--- config.mk ---
export PLATFORM = sky130hd
export DESIGN_NAME = wav_stream_parser_pcm_to_float_core
export DESIGN_NICKNAME = d
export VERILOG_FILES = /design/src/sv/wsp_pkg.sv /design/src/sv/wsp_front.sv /design/src/sv/wsp_queue.sv /design/src/sv/wsp_back.sv /design/src/sv/wav_stream_parser_pcm_to_float_core.sv
export SDC_FILE = /design/constraint.sdc
export NUM_CORES = 2
export LEC_CHECK = 0
export BUFFER_PORTS_ARGS = -buffer_cell sky130_fd_sc_hd__buf_4
export CAP_MARGIN = 5
export CORE_AREA = 2 2 356 358
export CTS_BUF_LIST = sky130_fd_sc_hd__clkbuf_16
export CTS_CLUSTER_DIAMETER = 200
export DETAILED_ROUTE_END_ITERATION = 8
export DIE_AREA = 0 0 358 360
export GPL_ROUTABILITY_DRIVEN = 0
export PLACE_DENSITY = 0.6
export RECOVER_POWER = 25
export SYNTH_ARGS = -nofsm -noshare
export SYNTH_HDL_FRONTEND = slang
export SYNTH_SLANG_ARGS = --single-unit
--- constraint.sdc ---
create_clock -name i_clk -period 24.9 [get_ports i_clk]
set_clock_uncertainty 0.1 [all_clocks]
set_input_delay 1.245 -clock i_clk [delete_from_list [all_inputs] [get_ports i_clk]]
set_output_delay 1.245 -clock i_clk [all_outputs]
set_load 0.005 [all_outputs]
--- src/sv/wsp_pkg.sv ---
// Shared types, codes and constants for the WAV stream parser.
`timescale 1ns / 1ps
`default_nettype none
package wsp_pkg;

    typedef enum logic [2:0] {
        FR_RIFF,
        FR_SUBHDR,
        FR_FMT,
        FR_SKIP,
        FR_DATA,
        FR_DIV,
        FR_DONE
    } t_front_state;

    typedef enum logic {
        BK_IDLE,
        BK_NORM
    } t_back_state;

    localparam logic [1:0] KIND_SAMPLE = 2'd0;
    localparam logic [1:0] KIND_FORMAT = 2'd1;
    localparam logic [1:0] KIND_ERROR  = 2'd2;

    localparam logic [2:0] ERR_BAD_TAG    = 3'd0;
    localparam logic [2:0] ERR_FMT_SHORT  = 3'd1;
    localparam logic [2:0] ERR_ZERO_FRAME = 3'd2;
    localparam logic [2:0] ERR_UNSUPP     = 3'd3;
    localparam logic [2:0] ERR_TRUNCATED  = 3'd4;

    localparam logic [1:0] FMT_INT16   = 2'd0;
    localparam logic [1:0] FMT_INT24   = 2'd1;
    localparam logic [1:0] FMT_FLOAT32 = 2'd2;

    localparam logic [31:0] TAG_FMT  = 32'h666D7420;
    localparam logic [31:0] TAG_DATA = 32'h64617461;

    localparam logic [15:0] CODE_PCM   = 16'd1;
    localparam logic [15:0] CODE_FLOAT = 16'd3;

    localparam logic [7:0] EXP_INT16 = 8'd135;
    localparam logic [7:0] EXP_INT24 = 8'd127;

    typedef struct packed {
        logic [1:0]  kind;
        logic [1:0]  fmt;
        logic [2:0]  err;
        logic [31:0] word;
        logic [15:0] chan;
        logic [30:0] frame;
        logic        eoa;
        logic [31:0] rate;
        logic [15:0] chan_count;
        logic [30:0] total;
    } t_cmd;

    function automatic logic [7:0] riff_byte(input logic [3:0] idx);
        logic [7:0] v;
        case (idx)
            4'd0:    v = 8'h52;
            4'd1:    v = 8'h49;
            4'd2:    v = 8'h46;
            4'd3:    v = 8'h46;
            4'd8:    v = 8'h57;
            4'd9:    v = 8'h41;
            4'd10:   v = 8'h56;
            4'd11:   v = 8'h45;
            default: v = 8'h00;
        endcase
        return v;
    endfunction

endpackage
`default_nettype wire

--- src/sv/wsp_front.sv ---
// Byte parser: header decoding, frame count divider and sample assembly.
`timescale 1ns / 1ps
`default_nettype none
module wsp_front (
    input  wire logic          i_clk,
    input  wire logic          i_rst_n,
    input  wire logic          i_valid,
    output logic               o_ready,
    input  wire logic [7:0]    i_data_byte,
    input  wire logic          i_first_byte,
    input  wire logic          i_last_byte,
    output logic               o_push,
    output wsp_pkg::t_cmd      o_cmd,
    input  wire logic          i_full
);

    wsp_pkg::t_front_state r_state, n_state, e_state, after_state;
    logic [31:0] r_pos, n_pos, e_pos;
    logic [31:0] r_tag, n_tag;
    logic [31:0] r_len, n_len;
    logic [15:0] r_coding, n_coding, e_coding;
    logic [15:0] r_chan, n_chan, e_chan;
    logic [31:0] r_rate, n_rate, e_rate;
    logic [15:0] r_bits, n_bits, e_bits;
    logic [30:0] r_frames, n_frames;
    logic [30:0] r_fr, n_fr;
    logic [15:0] r_ch, n_ch;
    logic [31:0] r_asm, n_asm;
    logic [1:0]  r_fmt, n_fmt;
    logic [28:0] r_bpf, n_bpf;
    logic [31:0] r_quo, n_quo;
    logic [28:0] r_rem, n_rem;
    logic [5:0]  r_dcnt, n_dcnt;
    logic        r_last_pend, n_last_pend;

    logic        acc;
    logic        div_done;
    logic        bad_tag;
    logic        hdr_done;
    logic [31:0] full_len;
    logic [28:0] bpf;
    logic        bpf_zero;
    logic        fmt_ok;
    logic [1:0]  fmt_sel;
    logic [1:0]  last_idx;
    logic        samp_done;
    logic [31:0] asm_next;
    logic        ch_wrap;
    logic        fr_end;
    logic [29:0] rem2;
    logic        ge;
    logic [31:0] byte_sh;

    assign acc      = i_valid && o_ready;
    assign o_ready  = (r_state != wsp_pkg::FR_DIV) && !i_full;
    assign div_done = (r_dcnt == 6'd32);

    assign e_state  = i_first_byte ? wsp_pkg::FR_RIFF : r_state;
    assign e_pos    = i_first_byte ? 32'd0 : r_pos;
    assign e_coding = i_first_byte ? 16'd0 : r_coding;
    assign e_chan   = i_first_byte ? 16'd0 : r_chan;
    assign e_rate   = i_first_byte ? 32'd0 : r_rate;
    assign e_bits   = i_first_byte ? 16'd0 : r_bits;

    assign bad_tag  = (e_pos < 32'd4 || e_pos >= 32'd8)
                      && (i_data_byte != wsp_pkg::riff_byte(e_pos[3:0]));
    assign hdr_done = (e_pos == 32'd7);
    assign full_len = {i_data_byte, r_len[23:0]};
    assign bpf      = 29'(e_chan) * 29'(e_bits[15:3]);
    assign bpf_zero = (bpf == 29'd0);

    always_comb begin
        fmt_ok  = 1'b1;
        fmt_sel = wsp_pkg::FMT_FLOAT32;
        if (e_coding == wsp_pkg::CODE_FLOAT && e_bits == 16'd32) begin
            fmt_sel = wsp_pkg::FMT_FLOAT32;
        end else if (e_coding == wsp_pkg::CODE_PCM && e_bits == 16'd16) begin
            fmt_sel = wsp_pkg::FMT_INT16;
        end else if (e_coding == wsp_pkg::CODE_PCM && e_bits == 16'd24) begin
            fmt_sel = wsp_pkg::FMT_INT24;
        end else if (e_coding == wsp_pkg::CODE_PCM && e_bits == 16'd32) begin
            fmt_sel = wsp_pkg::FMT_FLOAT32;
        end else begin
            fmt_ok = 1'b0;
        end
    end

    always_comb begin
        case (r_fmt)
            wsp_pkg::FMT_INT16: last_idx = 2'd1;
            wsp_pkg::FMT_INT24: last_idx = 2'd2;
            default:            last_idx = 2'd3;
        endcase
    end

    assign byte_sh   = {24'd0, i_data_byte} << {e_pos[1:0], 3'b000};
    assign samp_done = (e_pos[1:0] == last_idx);
    assign asm_next  = (e_pos[1:0] == 2'd0) ? {24'd0, i_data_byte} : (r_asm | byte_sh);
    assign ch_wrap   = ({1'b0, r_ch} + 17'd1) >= {1'b0, r_chan};
    assign fr_end    = ({1'b0, r_fr} + 32'd1) >= {1'b0, r_frames};

    assign rem2 = {r_rem, r_quo[31]};
    assign ge   = rem2 >= {1'b0, r_bpf};

    always_comb begin
        after_state = e_state;
        case (e_state)
            wsp_pkg::FR_RIFF: begin
                if (bad_tag) begin
                    after_state = wsp_pkg::FR_DONE;
                end else if (e_pos == 32'd11) begin
                    after_state = wsp_pkg::FR_SUBHDR;
                end
            end
            wsp_pkg::FR_SUBHDR: begin
                if (hdr_done) begin
                    if (r_tag == wsp_pkg::TAG_FMT) begin
                        after_state = (full_len < 32'd16) ? wsp_pkg::FR_DONE
                                                          : wsp_pkg::FR_FMT;
                    end else if (r_tag == wsp_pkg::TAG_DATA) begin
                        after_state = (bpf_zero || !fmt_ok) ? wsp_pkg::FR_DONE
                                                            : wsp_pkg::FR_DIV;
                    end else if (full_len != 32'd0) begin
                        after_state = wsp_pkg::FR_SKIP;
                    end
                end
            end
            wsp_pkg::FR_FMT: begin
                if (e_pos == 32'd15) begin
                    after_state = (r_len == 32'd16) ? wsp_pkg::FR_SUBHDR
                                                    : wsp_pkg::FR_SKIP;
                end
            end
            wsp_pkg::FR_SKIP: begin
                if (e_pos <= 32'd1) begin
                    after_state = wsp_pkg::FR_SUBHDR;
                end
            end
            wsp_pkg::FR_DATA: begin
                if (samp_done && ch_wrap && fr_end) begin
                    after_state = wsp_pkg::FR_DONE;
                end
            end
            default: after_state = e_state;
        endcase
    end

    always_comb begin
        n_state = r_state;
        if (r_state == wsp_pkg::FR_DIV) begin
            if (div_done && !i_full) begin
                n_state = (r_last_pend || r_quo[30:0] == 31'd0) ? wsp_pkg::FR_DONE
                                                                : wsp_pkg::FR_DATA;
            end
        end else if (acc) begin
            n_state = (i_last_byte && after_state != wsp_pkg::FR_DIV) ? wsp_pkg::FR_DONE
                                                                      : after_state;
        end
    end

    always_comb begin
        o_push = 1'b0;
        o_cmd  = '0;
        if (r_state == wsp_pkg::FR_DIV) begin
            o_push           = div_done && !i_full;
            o_cmd.kind       = wsp_pkg::KIND_FORMAT;
            o_cmd.rate       = r_rate;
            o_cmd.chan_count = r_chan;
            o_cmd.fmt        = r_fmt;
            o_cmd.total      = r_quo[30:0];
        end else if (acc) begin
            o_cmd.kind = wsp_pkg::KIND_ERROR;
            if (e_state == wsp_pkg::FR_RIFF && bad_tag) begin
                o_push    = 1'b1;
                o_cmd.err = wsp_pkg::ERR_BAD_TAG;
            end else if (e_state == wsp_pkg::FR_SUBHDR && hdr_done
                         && r_tag == wsp_pkg::TAG_FMT && full_len < 32'd16) begin
                o_push    = 1'b1;
                o_cmd.err = wsp_pkg::ERR_FMT_SHORT;
            end else if (e_state == wsp_pkg::FR_SUBHDR && hdr_done
                         && r_tag == wsp_pkg::TAG_DATA && bpf_zero) begin
                o_push    = 1'b1;
                o_cmd.err = wsp_pkg::ERR_ZERO_FRAME;
            end else if (e_state == wsp_pkg::FR_SUBHDR && hdr_done
                         && r_tag == wsp_pkg::TAG_DATA && !fmt_ok) begin
                o_push    = 1'b1;
                o_cmd.err = wsp_pkg::ERR_UNSUPP;
            end else if (e_state == wsp_pkg::FR_DATA && samp_done) begin
                o_push      = 1'b1;
                o_cmd.kind  = wsp_pkg::KIND_SAMPLE;
                o_cmd.fmt   = r_fmt;
                o_cmd.word  = asm_next;
                o_cmd.chan  = r_ch;
                o_cmd.frame = r_fr;
                o_cmd.eoa   = ch_wrap && fr_end;
            end else if (i_last_byte && (after_state == wsp_pkg::FR_RIFF
                         || after_state == wsp_pkg::FR_SUBHDR
                         || after_state == wsp_pkg::FR_FMT
                         || after_state == wsp_pkg::FR_SKIP)) begin
                o_push    = 1'b1;
                o_cmd.err = wsp_pkg::ERR_TRUNCATED;
            end
        end
    end

    always_comb begin
        n_pos       = r_pos;
        n_tag       = r_tag;
        n_len       = r_len;
        n_coding    = r_coding;
        n_chan      = r_chan;
        n_rate      = r_rate;
        n_bits      = r_bits;
        n_frames    = r_frames;
        n_fr        = r_fr;
        n_ch        = r_ch;
        n_asm       = r_asm;
        n_fmt       = r_fmt;
        n_bpf       = r_bpf;
        n_quo       = r_quo;
        n_rem       = r_rem;
        n_dcnt      = r_dcnt;
        n_last_pend = r_last_pend;
        if (r_state == wsp_pkg::FR_DIV) begin
            if (!div_done) begin
                n_rem  = ge ? 29'(rem2 - {1'b0, r_bpf}) : rem2[28:0];
                n_quo  = {r_quo[30:0], ge};
                n_dcnt = r_dcnt + 6'd1;
            end else begin
                n_frames = r_quo[30:0];
                n_pos    = 32'd0;
                n_fr     = 31'd0;
                n_ch     = 16'd0;
            end
        end else if (acc) begin
            n_coding = e_coding;
            n_chan   = e_chan;
            n_rate   = e_rate;
            n_bits   = e_bits;
            case (e_state)
                wsp_pkg::FR_RIFF: begin
                    if (!bad_tag) begin
                        n_pos = (e_pos == 32'd11) ? 32'd0 : e_pos + 32'd1;
                    end
                end
                wsp_pkg::FR_SUBHDR: begin
                    n_pos = e_pos + 32'd1;
                    if (e_pos == 32'd0) begin
                        n_tag = {24'd0, i_data_byte};
                        n_len = 32'd0;
                    end else if (e_pos < 32'd4) begin
                        n_tag = {r_tag[23:0], i_data_byte};
                    end else begin
                        n_len = r_len | byte_sh;
                    end
                    if (hdr_done) begin
                        n_pos = 32'd0;
                        if (r_tag == wsp_pkg::TAG_FMT) begin
                            if (full_len >= 32'd16) begin
                                n_coding = 16'd0;
                                n_chan   = 16'd0;
                                n_rate   = 32'd0;
                                n_bits   = 16'd0;
                            end
                        end else if (r_tag == wsp_pkg::TAG_DATA) begin
                            n_bpf       = bpf;
                            n_quo       = full_len;
                            n_rem       = 29'd0;
                            n_dcnt      = 6'd0;
                            n_fmt       = fmt_sel;
                            n_last_pend = i_last_byte;
                        end else begin
                            n_pos = full_len;
                        end
                    end
                end
                wsp_pkg::FR_FMT: begin
                    n_pos = e_pos + 32'd1;
                    if (e_pos < 32'd2) begin
                        n_coding = r_coding | byte_sh[15:0];
                    end else if (e_pos < 32'd4) begin
                        n_chan = r_chan | byte_sh[31:16];
                    end else if (e_pos < 32'd8) begin
                        n_rate = r_rate | byte_sh;
                    end else if (e_pos == 32'd14 || e_pos == 32'd15) begin
                        n_bits = r_bits | byte_sh[31:16];
                    end
                    if (e_pos == 32'd15) begin
                        n_pos = r_len - 32'd16;
                    end
                end
                wsp_pkg::FR_SKIP: begin
                    if (e_pos != 32'd0) begin
                        n_pos = e_pos - 32'd1;
                    end
                end
                wsp_pkg::FR_DATA: begin
                    n_asm = asm_next;
                    n_pos = samp_done ? 32'd0 : e_pos + 32'd1;
                    if (samp_done) begin
                        n_ch = ch_wrap ? 16'd0 : r_ch + 16'd1;
                        if (ch_wrap) begin
                            n_fr = r_fr + 31'd1;
                        end
                    end
                end
                default: n_pos = r_pos;
            endcase
        end
    end

    always_ff @(posedge i_clk) begin
        if (!i_rst_n) begin
            r_state     <= wsp_pkg::FR_RIFF;
            r_pos       <= '0;
            r_tag       <= '0;
            r_len       <= '0;
            r_coding    <= '0;
            r_chan      <= '0;
            r_rate      <= '0;
            r_bits      <= '0;
            r_frames    <= '0;
            r_fr        <= '0;
            r_ch        <= '0;
            r_asm       <= '0;
            r_fmt       <= wsp_pkg::FMT_INT16;
            r_dcnt      <= '0;
            r_last_pend <= 1'b0;
        end else begin
            r_state     <= n_state;
            r_pos       <= n_pos;
            r_tag       <= n_tag;
            r_len       <= n_len;
            r_coding    <= n_coding;
            r_chan      <= n_chan;
            r_rate      <= n_rate;
            r_bits      <= n_bits;
            r_frames    <= n_frames;
            r_fr        <= n_fr;
            r_ch        <= n_ch;
            r_asm       <= n_asm;
            r_fmt       <= n_fmt;
            r_dcnt      <= n_dcnt;
            r_last_pend <= n_last_pend;
        end
    end

    always_ff @(posedge i_clk) begin
        r_bpf <= n_bpf;
        r_quo <= n_quo;
        r_rem <= n_rem;
    end

endmodule
`default_nettype wire

--- src/sv/wsp_queue.sv ---
// Short command queue between the parser and the sample converter.
`timescale 1ns / 1ps
`default_nettype none
module wsp_queue #(
    parameter int DEPTH = 2
) (
    input  wire logic          i_clk,
    input  wire logic          i_rst_n,
    input  wire logic          i_push,
    input  wsp_pkg::t_cmd      i_cmd,
    output logic               o_full,
    input  wire logic          i_pop,
    output wsp_pkg::t_cmd      o_cmd,
    output logic               o_empty
);

    localparam int PTR_W = (DEPTH > 1) ? $clog2(DEPTH) : 1;
    localparam int CNT_W = $clog2(DEPTH + 1);

    wsp_pkg::t_cmd    r_mem [DEPTH];
    logic [PTR_W-1:0] r_wr, n_wr;
    logic [PTR_W-1:0] r_rd, n_rd;
    logic [CNT_W-1:0] r_cnt, n_cnt;
    logic             do_push;
    logic             do_pop;

    assign o_full  = (r_cnt == CNT_W'(DEPTH));
    assign o_empty = (r_cnt == '0);
    assign o_cmd   = r_mem[r_rd];
    assign do_push = i_push && !o_full;
    assign do_pop  = i_pop && !o_empty;

    always_comb begin
        n_wr  = r_wr;
        n_rd  = r_rd;
        n_cnt = r_cnt;
        if (do_push) begin
            n_wr = (r_wr == PTR_W'(DEPTH - 1)) ? '0 : r_wr + PTR_W'(1);
        end
        if (do_pop) begin
            n_rd = (r_rd == PTR_W'(DEPTH - 1)) ? '0 : r_rd + PTR_W'(1);
        end
        if (do_push && !do_pop) begin
            n_cnt = r_cnt + CNT_W'(1);
        end else if (do_pop && !do_push) begin
            n_cnt = r_cnt - CNT_W'(1);
        end
    end

    always_ff @(posedge i_clk) begin
        if (!i_rst_n) begin
            r_wr  <= '0;
            r_rd  <= '0;
            r_cnt <= '0;
        end else begin
            r_wr  <= n_wr;
            r_rd  <= n_rd;
            r_cnt <= n_cnt;
        end
    end

    always_ff @(posedge i_clk) begin
        if (do_push) begin
            r_mem[r_wr] <= i_cmd;
        end
    end

endmodule
`default_nettype wire

--- src/sv/wsp_back.sv ---
// Result stage: integer to single conversion by serial normalization and output register.
`timescale 1ns / 1ps
`default_nettype none
module wsp_back (
    input  wire logic          i_clk,
    input  wire logic          i_rst_n,
    input  wire logic          i_empty,
    output logic               o_pop,
    input  wsp_pkg::t_cmd      i_cmd,
    output logic               o_valid,
    input  wire logic          i_ready,
    output logic [1:0]         o_result_kind,
    output logic [31:0]        o_sample_bits,
    output logic [15:0]        o_channel_index,
    output logic [30:0]        o_frame_index,
    output logic               o_end_of_audio,
    output logic [31:0]        o_rate_hz,
    output logic [15:0]        o_channel_count,
    output logic [1:0]         o_sample_format,
    output logic [30:0]        o_frame_total,
    output logic [2:0]         o_error_code
);

    wsp_pkg::t_back_state r_state, n_state;
    wsp_pkg::t_cmd        r_cmd;
    logic [23:0]          r_mag;
    logic [7:0]           r_exp;
    logic                 r_sign;
    logic                 r_ovalid;
    wsp_pkg::t_cmd        r_out;

    logic        out_free;
    logic        is_int;
    logic [24:0] sval;
    logic [24:0] smag;
    logic        mag_zero;
    logic        load_direct;
    logic        load_norm;
    logic        start_norm;
    wsp_pkg::t_cmd out_val;

    assign out_free = !r_ovalid || i_ready;
    assign is_int   = (i_cmd.kind == wsp_pkg::KIND_SAMPLE)
                      && (i_cmd.fmt != wsp_pkg::FMT_FLOAT32);
    assign sval     = (i_cmd.fmt == wsp_pkg::FMT_INT16)
                      ? {{9{i_cmd.word[15]}}, i_cmd.word[15:0]}
                      : {i_cmd.word[23], i_cmd.word[23:0]};
    assign smag     = sval[24] ? (25'd0 - sval) : sval;
    assign mag_zero = (smag[23:0] == 24'd0);

    always_comb begin
        n_state = r_state;
        case (r_state)
            wsp_pkg::BK_IDLE: begin
                if (!i_empty && out_free && is_int && !mag_zero) begin
                    n_state = wsp_pkg::BK_NORM;
                end
            end
            wsp_pkg::BK_NORM: begin
                if (r_mag[23] && out_free) begin
                    n_state = wsp_pkg::BK_IDLE;
                end
            end
            default: n_state = wsp_pkg::BK_IDLE;
        endcase
    end

    always_comb begin
        o_pop       = 1'b0;
        load_direct = 1'b0;
        load_norm   = 1'b0;
        start_norm  = 1'b0;
        out_val     = i_cmd;
        case (r_state)
            wsp_pkg::BK_IDLE: begin
                o_pop       = !i_empty && out_free;
                start_norm  = o_pop && is_int && !mag_zero;
                load_direct = o_pop && !start_norm;
                if (is_int) begin
                    out_val.word = 32'd0;
                end
            end
            wsp_pkg::BK_NORM: begin
                load_norm    = r_mag[23] && out_free;
                out_val      = r_cmd;
                out_val.word = {r_sign, r_exp, r_mag[22:0]};
            end
            default: o_pop = 1'b0;
        endcase
    end

    always_ff @(posedge i_clk) begin
        if (!i_rst_n) begin
            r_state  <= wsp_pkg::BK_IDLE;
            r_ovalid <= 1'b0;
        end else begin
            r_state <= n_state;
            if (load_direct || load_norm) begin
                r_ovalid <= 1'b1;
            end else if (i_ready) begin
                r_ovalid <= 1'b0;
            end
        end
    end

    always_ff @(posedge i_clk) begin
        if (load_direct || load_norm) begin
            r_out <= out_val;
        end
        if (start_norm) begin
            r_cmd  <= i_cmd;
            r_mag  <= smag[23:0];
            r_sign <= sval[24];
            r_exp  <= (i_cmd.fmt == wsp_pkg::FMT_INT16) ? wsp_pkg::EXP_INT16
                                                        : wsp_pkg::EXP_INT24;
        end else if (r_state == wsp_pkg::BK_NORM && !r_mag[23]) begin
            r_mag <= {r_mag[22:0], 1'b0};
            r_exp <= r_exp - 8'd1;
        end
    end

    assign o_valid         = r_ovalid;
    assign o_result_kind   = r_out.kind;
    assign o_sample_bits   = r_out.word;
    assign o_channel_index = r_out.chan;
    assign o_frame_index   = r_out.frame;
    assign o_end_of_audio  = r_out.eoa;
    assign o_rate_hz       = r_out.rate;
    assign o_channel_count = r_out.chan_count;
    assign o_sample_format = (r_out.kind == wsp_pkg::KIND_FORMAT) ? r_out.fmt : 2'd0;
    assign o_frame_total   = r_out.total;
    assign o_error_code    = r_out.err;

endmodule
`default_nettype wire

--- src/sv/wav_stream_parser_pcm_to_float_core.sv ---
// Top level of the WAV stream parser: byte parser, command queue and result stage.
// Header and skip bytes are taken one per cycle while the queue is not full; after the last data
// chunk header byte, input is held while the serial divider forms the frame count.
// A nonzero int16 or int24 sample is normalized in the result stage, one normalizing shift
// per cycle; float words, zero samples and reports load the output register directly.
// Synchronous active-low reset clears all control state; the parser then waits for RIFF.
`timescale 1ns / 1ps
`default_nettype none
module wav_stream_parser_pcm_to_float_core #(
    parameter int QUEUE_DEPTH = 2
) (
    input  wire logic        i_clk,
    input  wire logic        i_rst_n,
    input  wire logic        i_in_valid,
    output logic             o_in_ready,
    input  wire logic [7:0]  i_data_byte,
    input  wire logic        i_first_byte,
    input  wire logic        i_last_byte,
    output logic             o_out_valid,
    input  wire logic        i_out_ready,
    output logic [1:0]       o_result_kind,
    output logic [31:0]      o_sample_bits,
    output logic [15:0]      o_channel_index,
    output logic [30:0]      o_frame_index,
    output logic             o_end_of_audio,
    output logic [31:0]      o_rate_hz,
    output logic [15:0]      o_channel_count,
    output logic [1:0]       o_sample_format,
    output logic [30:0]      o_frame_total,
    output logic [2:0]       o_error_code
);

    logic          push;
    logic          full;
    logic          pop;
    logic          empty;
    wsp_pkg::t_cmd push_cmd;
    wsp_pkg::t_cmd pop_cmd;

    wsp_front u_front (
        .i_clk        (i_clk),
        .i_rst_n      (i_rst_n),
        .i_valid      (i_in_valid),
        .o_ready      (o_in_ready),
        .i_data_byte  (i_data_byte),
        .i_first_byte (i_first_byte),
        .i_last_byte  (i_last_byte),
        .o_push       (push),
        .o_cmd        (push_cmd),
        .i_full       (full)
    );

    wsp_queue #(
        .DEPTH (QUEUE_DEPTH)
    ) u_queue (
        .i_clk   (i_clk),
        .i_rst_n (i_rst_n),
        .i_push  (push),
        .i_cmd   (push_cmd),
        .o_full  (full),
        .i_pop   (pop),
        .o_cmd   (pop_cmd),
        .o_empty (empty)
    );

    wsp_back u_back (
        .i_clk           (i_clk),
        .i_rst_n         (i_rst_n),
        .i_empty         (empty),
        .o_pop           (pop),
        .i_cmd           (pop_cmd),
        .o_valid         (o_out_valid),
        .i_ready         (i_out_ready),
        .o_result_kind   (o_result_kind),
        .o_sample_bits   (o_sample_bits),
        .o_channel_index (o_channel_index),
        .o_frame_index   (o_frame_index),
        .o_end_of_audio  (o_end_of_audio),
        .o_rate_hz       (o_rate_hz),
        .o_channel_count (o_channel_count),
        .o_sample_format (o_sample_format),
        .o_frame_total   (o_frame_total),
        .o_error_code    (o_error_code)
    );

endmodule
`default_nettype wire

======== Word-level counts from Yosys, hierarchy flattened ========
Memory sizes are Yosys's and may differ from the RTL's. A register that Yosys moved wholly into a read port is not among the register bits.
Cells that the tools add are included.
operators by class
  div/mod/pow operators ................... 0
  $mul .................................... 1
  magnitude comparators ................... 10
  shift operators ......................... 1
  $add $sub $neg .......................... 15
  eq/ne operators ......................... 36
  multiplexer cells ....................... 166
  bitwise gates (word level) .............. 9
  reduce and logical (&&, ||, !) cells .... 86
operator list
  kind                                                                count
  32-bit 2-to-1 mux                                                   32
  16-bit 2-to-1 mux                                                   25
  80-bit 2-to-1 mux                                                   5
  29-bit 2-to-1 mux                                                   8
  31-bit 2-to-1 mux                                                   6
  32-bit one-hot mux with 5 select lines                              1
  32-bit one-hot mux with 2 select lines                              2
  127-bit 2-to-1 mux                                                  1
  32-bit by 4-bit == test with 1-bit output (second input constant)   3
  32-bit bitwise OR                                                   3
  16-bit one-hot mux with 2 select lines                              3
  87-bit 2-to-1 mux                                                   1
  83-bit 2-to-1 mux                                                   1
  79-bit 2-to-1 mux                                                   1
  24-bit 2-to-1 mux                                                   3
  32-bit by 31-bit == test with 1-bit output (second input constant)  2
  32-bit nonzero test                                                 2
  3-bit 2-to-1 mux                                                    21
  16-bit bitwise OR                                                   3
  6-bit 2-to-1 mux                                                    7
  31-bit by 1-bit adder with 32-bit output (second input constant)    1
  32-bit by 1-bit adder with 32-bit output (second input constant)    1
  16-bit by 5-bit == test with 1-bit output (second input constant)   2
  32-bit by 3-bit == test with 1-bit output (second input constant)   1
  66 further kinds                                                    189
word-level totals
  output and inout port bits .............. 168
  memory bits (read-only) ................. 96
  memories ................................ 2
  latch bits .............................. 0
  bits in registers ....................... 727
  input port bits ......................... 14
  RAM bits ................................ 332
memories
  memory           words  bits a word  read ports  clocked after memory_dff  write ports  line             text
  u_queue.r_mem    2      166          1           1                         1            wsp_queue.sv:20  wsp_pkg::t_cmd r_mem [DEPTH];
  (no name shown)  16     6            1           0                         0            wsp_pkg.sv:59    case (idx)

======== Longest topological paths before layout ========
  word-level depth ........................ 32
  gate-level depth with buffers ........... 34

======== Modules after synthesis ========
Synthesis repeated with hierarchy kept, for this count alone.
unflattened totals
  cells, all modules ...................... 5299
  area, all modules ....................... 56937.1 µm²
modules (own cells, without submodules)
  module     area an instance (µm²)  cells an instance  times used
  wsp_front  29812.3                 3768               1
  wsp_back   14869.3                 990                1
  wsp_queue  12255.5                 541                1

======== Worst setup path before layout ========
No wires, ideal clock.
  path type ............................... input port to flip-flop
  start ................................... input port i_first_byte
  end ..................................... memory u_queue.r_mem[0][0] in the netlist's numbering (enable)
  stages .................................. 27
  buffers on the path ..................... 7
  slack ................................... 8.000 ns
  data arrival time ....................... 16.087 ns
  data required time ...................... 24.086 ns
  cell sequence ........................... clkbuf_1 clkbuf_1 clkbuf_1 clkbuf_1 clkbuf_1 clkbuf_1 buf_1 nor2_1 nand2_1 fa_1 fa_1 inv_1 ha_1 ha_1 ha_1 ha_1 fa_1 or4_1 or4_1 or4_1 or4_1 a2111oi_2 nand4b_1 nor4_2 a31oi_1 o21ai_2 nor2b_1
between the ends
  elaborated cells on any way between the ends .. 78
  those cells by class .................... mul (1); order compare (3); eq/ne (17); mux (30); reduce/logical (26); memory (1)
RTL lines
  element                                             line                                       text
  from (decl)                                         wav_stream_parser_pcm_to_float_core.sv:17  input wire logic i_first_byte,
  16-bit 2-to-1 mux, on equally long branches         wsp_front.sv:61, wsp_front.sv:63
  16-bit by 13-bit multiplier with 29-bit output (*)  wsp_front.sv:69                            assign bpf = 29'(e_chan) * 29'(e_bits[15:3]);
  named net u_front.bpf[5]                            wsp_front.sv:41                            logic [28:0] bpf;
  29-bit zero test (*)                                wsp_front.sv:70                            assign bpf_zero = (bpf == 29'd0);
  1-bit logical OR                                    wsp_front.sv:121                           after_state = (bpf_zero || !fmt_ok) ? wsp_pkg::FR_DONE
  2-bit 2-to-1 mux                                    wsp_front.sv:121
  3-bit 2-to-1 mux                                    wsp_front.sv:120                           end else if (r_tag == wsp_pkg::TAG_DATA) begin
  3-bit 2-to-1 mux                                    wsp_front.sv:117                           if (r_tag == wsp_pkg::TAG_FMT) begin
  [... 11 more ...]                                   n/a
  1-bit 2-to-1 mux (*)                                wsp_front.sv:176                           end else if (e_state == wsp_pkg::FR_SUBHDR && hdr_done
  1-bit 2-to-1 mux (*)                                wsp_front.sv:173                           if (e_state == wsp_pkg::FR_RIFF && bad_tag) begin
  1-bit 2-to-1 mux (*)                                wsp_front.sv:171                           end else if (acc) begin
  1-bit 2-to-1 mux (*)                                wsp_front.sv:164                           if (r_state == wsp_pkg::FR_DIV) begin
  1-bit logical AND (*)                               wsp_queue.sv:30                            assign do_push = i_push && !o_full;
  named net u_queue.do_push                           wsp_queue.sv:24                            logic do_push;
  1-bit 2-to-1 mux (*)                                wsp_queue.sv:63                            if (do_push) begin
  1-bit 2-to-1 mux (not written as such) (*)          wsp_queue.sv:64                            r_mem[r_wr] <= i_cmd;
  to (decl)                                           wsp_queue.sv:20
Mark *: on every way through the listed nets, which the timed path passes. The rest lies on a longest branch.

======== Final worst setup path ========
  start ................................... input port i_first_byte
  end ..................................... memory u_queue.r_mem[0][17] in the netlist's numbering (enable)
The elaborated chain is that of the path after synthesis.

==> run summary <==
The run finished, with violations left. The checks that failed: max-capacitance violations, max-slew violations. The worst stage delay on the critical path came out at 1.18 ns. The gate count after technology mapping came out at 5132.

The die is 358 um wide. The total negative slack came out at 0 ns. The initial antenna violation count was 6.

The number of global-route vias before repair is 36300. The clock buffer count from CTS is 110. The beginning of the worst register-to-register path is u_front.r_chan[4]. In this run, synthesis produced a sequential element count of 1060. Leaving out fill and tap cells, the most frequent cell in the layout is edfxtp_1. The routed wire length is approximately 150 mm. Summing the sequential cell areas from Yosys gives 51.4% of the chip area. For this run, design rule violations remaining after detail routing come to 0. The internal power consumption came out at 3.56 mW. The pre-CTS setup slack came out at approximately 14 ns. Dividing the detail-routed wire length by the instance count gives 21.4 um. The initial core utilization is 44.8%. The startpoint identified for the worst hold timing path is u_front.r_rate[21]. The clock transition at the registers of the reported paths is ~0.060 ns.

The net switching power came out at approximately 1.3 mW. For this run, the leading register cell type out of synthesis is edfxtp_1. The slowest stage of the critical path is the clkbuf_1 cell. The number of nets in the finished design came out at 5362.

The area of the mapped netlist came out at 56000 um^2. The vias per cell is about 5.6. In the layout the commonest cells are edfxtp_1 (755), nand2_1 (497), nor2_1 (393). The signal arrival time at the worst endpoint came out at around 12 ns. In this run the biggest area consumer among cell types represents 40.5% of the synthesized area.

The portion of total power attributed to combinational logic came out at 19.5%. The data required time of the worst path came out at ~25 ns. The clock period could shrink to 11.75 ns. By startpoint and endpoint, the worst setup path is classified as in2reg. The buffering stage count on the worst path with inverters included is 9.

The count of final hold-check violations is 0. After floorplanning, the core was sized to cover 125000 um^2. The via count came out at 38100.

The number of levels in the clock H-tree came out at 3. The setup slack of the critical path after layout came out at 13.15 ns. The cell accounting for the most synthesized area is edfxtp_1. Setup violations remaining at the end of the flow were counted as 0.

CTS placed an instance of clkbuf_16 at the clock tree root. In this run the vertical extent of the chip is 360 um. The count of pins on the block boundary came out at 182.

In this run the worst path has a maximum fanout of between 60 and 70. The min-delay analysis places its worst path in the category reg2reg. Detailed placement finished with a half-perimeter wire length of 103 mm.

The synthesis warning total is 0. The switching power share of the total came out at 27.4%. The type of origin of the critical path is an input port.

The area growth from synthesis to layout is 8.73%. The first global-routing pass estimated 222 mm of wire. The buffer levels on the longest clock path came out at 3. The type of element capturing the critical path is a flip-flop. The cell count after placement is 6566. The TritonCTS sink count is 1060. The highest clock rate is between 80 and 90 MHz.

The total global-route track usage is 22.3%. The count of input and output buffers is 181. For the pin with the worst max-slew slack, the measured transition is 4.16 ns.

The total nets after synthesis is 5466. The cell family with the largest share of critical-path delay is buffers and inverters. The share of final-layout standard cells stronger than drive strength 1 is 11.4%.

Across the VDD grid, the largest voltage drop is 0.0000561 V. The count of nets left with antenna violations after detail routing is 0. Across the run, the number of max-cap violations was 11. The share of synthesized flip-flops with an asynchronous set or reset is 0%.

The total count of max-transition violations in the final report is 631. Yosys mapped a number of flops with a built-in enable equal to approximately 760. The worst hold path terminates at u_front.r_rate[21]. The part of the total power dissipated in sequential elements is 48.9%. The clock network fraction of design power came out at approximately a third. TritonCTS built the clock tree. The capturing point of the worst reg2reg path is u_queue.r_mem[0][17]. The number of iterations in the first detailed-routing pass is 6. The cell depth of the worst hold path came out at 2. The aggregate global routing overflow came out at 0. Yosys attributes the largest share of cell area to edfxtp_1 (41%), dfxtp_1 (11%), mux2_2 (5.6%). In this run, distinct cell masters in the synthesized netlist total 86.

The worst-case register-to-register setup slack is 14.92 ns. The largest net degree at the start of global routing is 95. The worst max-slew margin expressed relative to the limit is -177%.

The analysis attributes to cell leakage a power of 22.7 nW. In this run, post-CTS hold repair placed 0 buffers. The depth of the worst register-to-register path came out at 25.

The initialized floorplan defines 130 standard-cell rows. The latest clock arrival within the worst-skew pair is 0.73 ns. The post-route clock period utilization came out at 47.2%.

The power per cell area is 80.6 nW/um^2. The die area came out at 129000 um^2. Setup repair after global routing left no endpoint under its margin.

After clock tree synthesis, the repair step resized 0 gates. The post-CTS setup-driven buffer insertion count came out at 0. Once layout is complete, the cells apart from fillers number ~6800. The initial DRC count is ~3900. The mean instance size in the synthesized netlist came out at 10.9 um^2.
-- worst min-delay path, delay by kind of cell (launching register included) --
family | cells | cell delay, ns
DFF | 1 | 0.30
and+or+nand+nor | 1 | 0.05
AOI/OAI and AO/OA | 1 | 0.05
-- power groups by stage --
stage | clock network (mW) | logic, mW | registers [mW]
2_1_floorplan | 0 | 0.769 | 2.44
3_3_place_gp | 0 | 1.01 | 2.43
3_5_place_dp | 0 | 1.01 | 2.44
4_1_cts | 1.58 | 1.01 | 2.40
5_1_grt | 1.65 | 1.05 | 2.43
6_report | 1.55 | 0.958 | 2.40
-- through the flow --
stage	total power [mW]	cell area [um^2]	utilization, %	hold slack [ns]
2_1_floorplan	3.21	56000	-	0.327
3_3_place_gp	3.44	57600	46.1	0.337
3_5_place_dp	3.45	57600	46.1	0.341
4_1_cts	5.00	61000	48.9	0.349
5_1_grt	5.13	60800	48.7	0.365
6_report	4.90	60800	48.7	0.347
-- flip-flops by register name (all words and copies together) (netlist names), 24 cells and up, named ones only --
register,cells
u_front.r_bpf,29
u_front.r_rate,32
u_back.o_rate_hz,32
u_front.r_len,32
u_front.r_tag,32
u_front.r_asm,32
u_back.o_frame_index,31
u_back.r_cmd,134
u_front.r_rem,29
u_back.o_sample_bits,32
u_back.r_mag,24
u_front.r_frames,31
u_queue.r_mem,332
u_back.o_frame_total,31
u_front.r_quo,32
u_front.r_pos,32
u_front.r_fr,31
-- logic make-up (layout without fill, tap and decap cells) --
logic type                 Yosys count  after routing  share of synthesized area, %
buffers and inverters              743            736                          6.13
muxes                              359            359                          7.17
xor gates and xnor gates           171            171                          2.68
AOI/OAI and AO/OA                  910            910                          10.1
DFF                               1060           1060                          51.4
adders and majority gates          320            320                          9.23
other                                0              3                             0
and+or+nand+nor                   1569           1569                          13.3
-- final cells by class --
cell class,count,area (um^2)
sequential,1060,28800
clock inverter,94,528
multi-input combinational,3329,23900
timing repair buffer,244,1660
fill,11400,64100
inverter,283,1070
antenna,3,7.51
tap,1650,2060
clock buffer,115,2880
-- per-layer routing --
layer / vias to the layer above / global-route usage (%) / part of all wire [%]
met5: - / 0 / 0.0083
met4: 2 / 8.05 / 3.7
met3: 287 / 4.25 / 7.9
met2: 1385 / 32.5 / 43
met1: 18600 / 32.8 / 46
li1: 17800 / - / -
-- synthesized netlist by cell type (37+ instances only) --
cell        n
edfxtp_1  755
nand2_1   499
nor2_1    397
a21oi_1   348
dfxtp_1   305
mux2_2    279
inv_1     278
clkbuf_1  273
o21ai_0   166
ha_1      165
buf_4     163
fa_1      155
and3_1    130
and2_1    117
nand3_1   110
xnor2_1    91
nor3_1     80
xor2_1     80
a21o_1     77
mux2i_1    62
a22oi_1    50
nor4_1     47
nand4_1    43
nor2b_1    41
o21a_1     39
o31ai_1    37
-- worst max-delay path by stage --
stage | from | slack [ns] | cells after the start | endpoint
after floorplan | i_first_byte | 8.00 | 27 | u_queue.r_mem[0][0]
after global placement | i_first_byte | 14.07 | 26 | u_queue.r_mem[0][12]
after detailed placement | i_first_byte | 14.03 | 26 | u_queue.r_mem[0][12]
after CTS | i_first_byte | 14.76 | 26 | u_queue.r_mem[0][17]
after global routing | i_first_byte | 12.51 | 26 | u_queue.r_mem[0][7]
final | i_first_byte | 13.15 | 26 | u_queue.r_mem[0][17]
Power figures use the tool's default switching activity.
